$ cat config.mk
export PLATFORM = sky130hd
export DESIGN_NAME = luma_inverted_contrast_color
export DESIGN_NICKNAME = d
export VERILOG_FILES = /design/src/hdl/lcc_pkg.sv /design/src/hdl/lcc_finish.sv /design/src/hdl/luma_inverted_contrast_color.sv
export SDC_FILE = /design/constraint.sdc
export NUM_CORES = 2
export LEC_CHECK = 0
export BUFFER_PORTS_ARGS = -buffer_cell sky130_fd_sc_hd__buf_2
export CAP_MARGIN = 20
export CORE_MARGIN = 1.5
export CORE_UTILIZATION = 40
export DETAILED_ROUTE_END_ITERATION = 10
export GPL_ROUTABILITY_DRIVEN = 0
export PLACE_DENSITY = 0.54
export SLEW_MARGIN = 20
export SYNTH_ARGS = -nofsm -noshare
export SYNTH_HDL_FRONTEND = slang
export SYNTH_SLANG_ARGS = --single-unit
$ cat constraint.sdc
create_clock -name clk -period 10.4 [get_ports clk]
set_input_delay 2.08 -clock clk [delete_from_list [all_inputs] [get_ports clk]]
set_output_delay 2.08 -clock clk [all_outputs]
set_load 0.01 [all_outputs]
$ cat src/hdl/lcc_pkg.sv
package lcc_pkg;

  localparam int CHANNEL_BITS   = 12;
  localparam int COEF_FRAC_BITS = 14;

  localparam int  FS      = (1 << CHANNEL_BITS) - 1;
  localparam longint YI_BASE = longint'(FS) << COEF_FRAC_BITS;

  // coefficient magnitudes stay below 4.0
  localparam int COEF_W = COEF_FRAC_BITS + 3;
  localparam int PROD_W = CHANNEL_BITS + 1 + COEF_W;
  localparam int SUM_W  = PROD_W + 2;
  localparam int P2_W   = SUM_W + COEF_W;
  localparam int ACC_W  = P2_W + 2;
  localparam int RGB_W  = ACC_W - 2 * COEF_FRAC_BITS;
  localparam int ADJ_W  = RGB_W + 1;
  localparam int SH_W   = RGB_W + 2;

  localparam int NSTG = 6;

  // round-half-up of n * 1e-5 scaled by 2^COEF_FRAC_BITS
  function automatic longint kq(input longint n);
    return (n * (longint'(1) << COEF_FRAC_BITS) + 50000) / 100000;
  endfunction

  localparam logic signed [COEF_W-1:0] K_YR = COEF_W'(kq(21260));
  localparam logic signed [COEF_W-1:0] K_YG = COEF_W'(kq(71520));
  localparam logic signed [COEF_W-1:0] K_YB = COEF_W'(kq(7220));
  localparam logic signed [COEF_W-1:0] K_UR = COEF_W'(kq(9991));
  localparam logic signed [COEF_W-1:0] K_UG = COEF_W'(kq(33609));
  localparam logic signed [COEF_W-1:0] K_UB = COEF_W'(kq(43600));
  localparam logic signed [COEF_W-1:0] K_VR = COEF_W'(kq(61500));
  localparam logic signed [COEF_W-1:0] K_VG = COEF_W'(kq(55861));
  localparam logic signed [COEF_W-1:0] K_VB = COEF_W'(kq(5639));
  localparam logic signed [COEF_W-1:0] K_RV = COEF_W'(kq(128033));
  localparam logic signed [COEF_W-1:0] K_GU = COEF_W'(kq(21482));
  localparam logic signed [COEF_W-1:0] K_GV = COEF_W'(kq(38059));
  localparam logic signed [COEF_W-1:0] K_BU = COEF_W'(kq(212798));

  typedef struct packed {
    logic [CHANNEL_BITS-1:0] red_in;
    logic [CHANNEL_BITS-1:0] green_in;
    logic [CHANNEL_BITS-1:0] blue_in;
  } pix_t;

  typedef struct packed {
    logic [CHANNEL_BITS-1:0] red_out;
    logic [CHANNEL_BITS-1:0] green_out;
    logic [CHANNEL_BITS-1:0] blue_out;
  } lbl_t;

  // rounded channels plus the common shift
  typedef struct packed {
    logic signed [RGB_W-1:0] red;
    logic signed [RGB_W-1:0] green;
    logic signed [RGB_W-1:0] blue;
    logic signed [ADJ_W-1:0] adj;
  } shift_t;

endpackage

$ cat src/hdl/lcc_finish.sv
module lcc_finish (
  input  lcc_pkg::shift_t sh,
  output lcc_pkg::lbl_t   res
);
  import lcc_pkg::*;

  function automatic logic [CHANNEL_BITS-1:0] fin(input logic signed [RGB_W-1:0] c,
                                                  input logic signed [ADJ_W-1:0] a);
    logic signed [SH_W-1:0] s;
    logic signed [SH_W-1:0] m;
    s = SH_W'(c) + SH_W'(a);
    m = (s < 0) ? -s : s;
    return (m > SH_W'(FS)) ? CHANNEL_BITS'(FS) : m[CHANNEL_BITS-1:0];
  endfunction

  always_comb begin
    res.red_out   = fin(sh.red, sh.adj);
    res.green_out = fin(sh.green, sh.adj);
    res.blue_out  = fin(sh.blue, sh.adj);
  end

endmodule

$ cat src/hdl/luma_inverted_contrast_color.sv
// channel | beat     | handshake             | payload
// pix     | in       | pix_valid / pix_stall | red_in, green_in, blue_in
// lbl     | out      | lbl_valid / lbl_stall | red_out, green_out, blue_out
//
// Six register stages: YUV products, YUV sums, RGB products, RGB sums and
// rounding, min/max shift, finish. One pixel per clock while no stall holds the pipeline.
// Reset clears only the stage valid bits.
// A stalled output stage holds; empty stages upstream keep filling, so pix
// stalls only once every stage holds a beat.
module luma_inverted_contrast_color (
  input  logic          clk,
  input  logic          rst,
  input  logic          pix_valid,
  output logic          pix_stall,
  input  lcc_pkg::pix_t pix,
  output logic          lbl_valid,
  input  logic          lbl_stall,
  output lcc_pkg::lbl_t lbl
);
  import lcc_pkg::*;

  logic [NSTG-1:0] vld;
  logic [NSTG-1:0] en;
  logic [NSTG-1:0] vld_in;

  // stage 1
  logic signed [PROD_W-1:0] p_yr, p_yg, p_yb, p_ur, p_ug, p_ub, p_vr, p_vg, p_vb;
  // stage 2
  logic signed [SUM_W-1:0] u2, v2, yi2;
  // stage 3
  logic signed [P2_W-1:0] m_rv, m_gu, m_gv, m_bu;
  logic signed [SUM_W-1:0] yi3;
  // stage 4
  logic signed [RGB_W-1:0] rr4, gg4, bb4;
  // stage 5
  shift_t sh5;

  logic signed [CHANNEL_BITS:0] r_x, g_x, b_x;
  logic signed [SUM_W-1:0] y_c;
  logic signed [ACC_W-1:0] yi_w, acc_r, acc_g, acc_b;
  logic signed [RGB_W-1:0] over_c, under_c;
  logic signed [ADJ_W-1:0] adj_c;
  lbl_t fin_c;

  localparam logic signed [ACC_W-1:0] RND_HALF = ACC_W'(1) << (2 * COEF_FRAC_BITS - 1);

  // a stage loads when it is empty or the next one moves
  always_comb begin
    en[NSTG-1] = !vld[NSTG-1] || !lbl_stall;
    for (int i = NSTG - 2; i >= 0; i--) begin
      en[i] = !vld[i] || en[i+1];
    end
  end

  assign vld_in    = {vld[NSTG-2:0], pix_valid};
  assign pix_stall = !en[0];
  assign lbl_valid = vld[NSTG-1];

  always_ff @(posedge clk) begin
    if (rst) begin
      vld <= '0;
    end else begin
      for (int i = 0; i < NSTG; i++) begin
        if (en[i]) vld[i] <= vld_in[i];
      end
    end
  end

  assign r_x = $signed({1'b0, pix.red_in});
  assign g_x = $signed({1'b0, pix.green_in});
  assign b_x = $signed({1'b0, pix.blue_in});

  always_ff @(posedge clk) begin
    if (en[0]) begin
      p_yr <= r_x * K_YR;
      p_yg <= g_x * K_YG;
      p_yb <= b_x * K_YB;
      p_ur <= r_x * K_UR;
      p_ug <= g_x * K_UG;
      p_ub <= b_x * K_UB;
      p_vr <= r_x * K_VR;
      p_vg <= g_x * K_VG;
      p_vb <= b_x * K_VB;
    end
  end

  assign y_c = SUM_W'(p_yr) + SUM_W'(p_yg) + SUM_W'(p_yb);

  always_ff @(posedge clk) begin
    if (en[1]) begin
      u2  <= SUM_W'(p_ub) - SUM_W'(p_ur) - SUM_W'(p_ug);
      v2  <= SUM_W'(p_vr) - SUM_W'(p_vg) - SUM_W'(p_vb);
      yi2 <= SUM_W'(YI_BASE) - y_c;
    end
  end

  always_ff @(posedge clk) begin
    if (en[2]) begin
      m_rv <= v2 * K_RV;
      m_gu <= u2 * K_GU;
      m_gv <= v2 * K_GV;
      m_bu <= u2 * K_BU;
      yi3  <= yi2;
    end
  end

  // rounding: add half, then floor by dropping the fraction bits
  always_comb begin
    yi_w  = ACC_W'(yi3) <<< COEF_FRAC_BITS;
    acc_r = yi_w + ACC_W'(m_rv) + RND_HALF;
    acc_g = yi_w - ACC_W'(m_gu) - ACC_W'(m_gv) + RND_HALF;
    acc_b = yi_w + ACC_W'(m_bu) + RND_HALF;
  end

  always_ff @(posedge clk) begin
    if (en[3]) begin
      rr4 <= acc_r[ACC_W-1:2*COEF_FRAC_BITS];
      gg4 <= acc_g[ACC_W-1:2*COEF_FRAC_BITS];
      bb4 <= acc_b[ACC_W-1:2*COEF_FRAC_BITS];
    end
  end

  always_comb begin
    over_c = rr4;
    if (gg4 > over_c) over_c = gg4;
    if (bb4 > over_c) over_c = bb4;
    under_c = rr4;
    if (gg4 < under_c) under_c = gg4;
    if (bb4 < under_c) under_c = bb4;
    if (over_c > RGB_W'(FS)) begin
      adj_c = ADJ_W'(FS) - ADJ_W'(over_c);
    end else if (under_c < 0) begin
      adj_c = -ADJ_W'(under_c);
    end else begin
      adj_c = '0;
    end
  end

  always_ff @(posedge clk) begin
    if (en[4]) begin
      sh5.red   <= rr4;
      sh5.green <= gg4;
      sh5.blue  <= bb4;
      sh5.adj   <= adj_c;
    end
  end

  lcc_finish u_finish (
    .sh  (sh5),
    .res (fin_c)
  );

  always_ff @(posedge clk) begin
    if (en[5]) lbl <= fin_c;
  end

  // stage-5 check helpers
  logic signed [SH_W-1:0] chk_hi, chk_lo;
  always_comb begin
    chk_hi = SH_W'(sh5.red) + SH_W'(sh5.adj);
    if (SH_W'(sh5.green) + SH_W'(sh5.adj) > chk_hi) chk_hi = SH_W'(sh5.green) + SH_W'(sh5.adj);
    if (SH_W'(sh5.blue) + SH_W'(sh5.adj) > chk_hi) chk_hi = SH_W'(sh5.blue) + SH_W'(sh5.adj);
    chk_lo = SH_W'(sh5.red) + SH_W'(sh5.adj);
    if (SH_W'(sh5.green) + SH_W'(sh5.adj) < chk_lo) chk_lo = SH_W'(sh5.green) + SH_W'(sh5.adj);
    if (SH_W'(sh5.blue) + SH_W'(sh5.adj) < chk_lo) chk_lo = SH_W'(sh5.blue) + SH_W'(sh5.adj);
  end

  a_full_stall: assert property (@(posedge clk) disable iff (rst)
    (vld == '1 && lbl_stall) |-> pix_stall)
    else $error("full pipeline did not stall input");

  a_beat_count: assert property (@(posedge clk) disable iff (rst)
    !$past(rst) |-> $countones(vld) == $countones($past(vld))
      + ($past(pix_valid && !pix_stall) ? 1 : 0)
      - ($past(lbl_valid && !lbl_stall) ? 1 : 0))
    else $error("beat lost or duplicated in pipeline");

  a_enter: assert property (@(posedge clk) disable iff (rst)
    (pix_valid && !pix_stall) |=> vld[0])
    else $error("accepted beat missing in first stage");

  a_shift_range: assert property (@(posedge clk) disable iff (rst)
    vld[4] |-> (chk_hi <= SH_W'(FS)) || (chk_lo == '0))
    else $error("shift leaves channels out of range");

endmodule

==> impl_metrics.toml <==
[setup_path]
worstPathRequired_ns = 10.82
start_kind = "register"
endpoint_kind = "register"
slowest_delay_ns = 0.79
crit_path_max_fanout = 24
critPathArrivalTime_ns = 9.22
criticalPathCategory = "register to register"
crit_path_top_delay_cell = "o21ai_0"
cpLargestDelayFamily = "simple AND/OR/NAND/NOR gates"
crit_buf_inv = 2

[yosys]
synth_cells = 8186
synth_warnings = 0
synth_edf_count = 655
syn_area_per_cell_um2 = 10.2
yosys_register_bits = 661
syn_area_um2 = 83500
ys_types = 98
synth_ff_type = "edfxtp_1"
syn-num-nets = 10500
async_flop_share = 0
yosysSeqAreaShare = 0.237

[drt]
wl_per_cell_um = 20.2
viasPerCell = 5.29
drt_first_pass_iters = 7
vias = 58900
first_iter_violations = 3309
wirelength_um = 225000
ant_nets = 0
drc = 0

[floorplan]
dieArea_um2 = 211000
die_w_um = 460
initial_utilization = 0.403
core_um2 = 207000
io_pins = 78
die_y_um = 460
placementRows = 167

[sta]
min_period_ns = 8.80
finClkSkew_ns = 0.0296
min_period_over_period = 0.846
rsz0062_at_grt = "false"
report.final.slew_viol_count = 0
max_clock_freq_mhz = 114
fin_tns_setup_ns = 0
worst_pin_slew_ns = 1.02
setup-violations-final = 0
slew_headroom = 0.321
hold_viol_final = 0

[clock_tree]
cts_sinks = 661
hold_buffers = 0
clk_latency_ns = 0.72
cts_buffer_depth = 3
post_cts_buffers = 0
cts_buffers = 84
cts.clk_slew.worst_paths_ns = 0.06
postCtsResizedCells = 0
cts_root_buf = "clkbuf_16"
cts_tree = "done"
htree_levels = 3

[layout]
finalInstanceArea_um2 = 90000
drive_gt1_frac = 0.0418
utilization = 0.434
area_growth_syn_to_layout_pct = 7.85
fillers = 20000
nets = 10600

[place]
dpl.hpwl_um = 190000
placed_cell_area_um2 = 87200
port_buffers = 77

[global_routing]
grt.total_usage = 0.214
grt_pass1_wl_um = 349000
antenna_found_initial = 2
grt_max_degree = 78
grt_pass1_vias = 60900
grt_remaining_overflow = 0

[run]
cap_violations = 0

[min_path]
hold_class = "register to register"

[outcome]
status = "complete, no violations"
-- state kept, by name, summed over array words and instances, names as in the netlist, 24 cells and up --
register and cells:
sh5 92, m_gv 41, m_gu 38, lbl 36
m_bu 35, m_rv 35, yi2 31, yi3 31
u2 27, v2 25, p_yr 24
-- stage by stage --
step | worst slack [ns] | hold WS, ns | std cells
2_1_floorplan | 0.216 | 0.400 | 8186
3_5_place_dp | 1.78 | 0.405 | 11000
6_report | 1.60 | 0.412 | 11100
4_1_cts | 1.72 | 0.414 | 11100
5_1_grt | 0.927 | 0.419 | 11100
3_3_place_gp | 1.89 | 0.401 | 11000
-- final cells by class --
| type | count | area (um2) | area share |
|---|---|---|---|
| repair buffers | 99 | 551 | 0.00611 |
| flip-flops and latches | 661 | 19800 | 0.220 |
| diodes | 1 | 2.50 | 0.0000278 |
| multi-input cells | 6050 | 58200 | 0.646 |
| clock inverters | 53 | 624 | 0.00693 |
| clock buffers | 100 | 2180 | 0.0242 |
| well taps | 2788 | 3490 | 0.0387 |
| inverters | 1388 | 5220 | 0.0579 |
-- kinds of logic after synthesis --
group                      after synthesis  share of synthesized area
adders and majority gates             2250                      0.407
and+or+nand+nor                       1596                     0.0962
AOI/OAI and AO/OA                     1567                      0.125
buffers and inverters                 1475                     0.0668
DFF                                    661                      0.237
xor gates and xnor gates               556                     0.0583
muxes                                   81                     0.0100
-- routing by layer --
layer	part of all wire	vias up	wire length [um]	global-route usage
met5	0	-	0	0
met1	0.42	28800	93900	0.258
met4	0.047	0	10600	0.0901
met3	0.031	321	6880	0.0206
met2	0.50	1025	114000	0.387
li1	-	28700	-	-
-- cells in the mapped netlist (15+ instances only) --
master / n / share of area
a211o_1: 27 / 0.0028
fa_1: 778 / 0.19
xnor2_1: 400 / 0.042
xor2_1: 156 / 0.016
or2_2: 38 / 0.0028
o21a_1: 108 / 0.0097
nor3_1: 155 / 0.0093
buf_2: 15 / 0.00090
and3_1: 82 / 0.0061
nand2b_1: 59 / 0.0044
nand2_1: 269 / 0.012
mux2i_1: 68 / 0.0082
a21oi_1: 405 / 0.024
o21ai_0: 307 / 0.018
o21bai_1: 57 / 0.0051
or3_1: 47 / 0.0035
a21boi_0: 47 / 0.0042
nor2b_1: 72 / 0.0054
a31o_2: 20 / 0.0021
o31ai_1: 25 / 0.0022
nor3b_1: 17 / 0.0015
o22ai_1: 28 / 0.0021
nor4_1: 29 / 0.0022
nor2_1: 445 / 0.020
nand3_1: 162 / 0.0097
o211ai_1: 36 / 0.0032
inv_1: 1387 / 0.062
a21o_1: 183 / 0.016
nand4_1: 65 / 0.0049
edfxtp_1: 655 / 0.24
and4_1: 20 / 0.0021
a2111oi_0: 18 / 0.0019
and2_1: 58 / 0.0043
a31oi_1: 44 / 0.0033
clkbuf_1: 64 / 0.0029
or4_1: 20 / 0.0018
o2111ai_1: 20 / 0.0021
ha_1: 1472 / 0.22
a211oi_1: 56 / 0.0050
-- path summary, 6_finish.rpt --
| path | startpoint | to | slack (ns) | cells past startpoint |
|---|---|---|---|---|
| worst max-delay path | rr4[21] | sh5[20] | 1.60 | 30 |
| worst max register to register | rr4[21] | sh5[20] | 1.60 | 30 |
| worst min register to register | yi2[13] | yi3[13] | 0.41 | 0 |
| worst min-delay path | yi2[13] | yi3[13] | 0.41 | 0 |
-- worst register-to-register path: cells and delay by family, from the launching register on --
kind            cells  cell delay, ns
buf+inv             2            0.54
xor+xnor            1            0.59
fa+ha+maj           3            1.19
simple gates       12            2.80
compound gates     11            2.56
flops               1            0.49
mux                 1            0.36
-- placed cells by master (no fill, tap or decap), types with 58 or more instances in the layout --
master,count
nor3_1,155
buf_2,77
o21ai_0,307
edfxtp_1,655
and3_1,82
nand3_1,161
ha_1,1472
nand2_1,267
o21a_1,108
nor2_1,444
clkbuf_16,85
a21oi_1,405
mux2i_1,67
a21o_1,183
inv_1,1385
xnor2_1,400
fa_1,778
nor2b_1,72
xor2_1,155
nand2b_1,59
and2_1,58
nand4_1,65
Power is left out: the tool's default activity adds up to more than one toggle a clock period on the data nets, which glitch-free logic cannot reach.
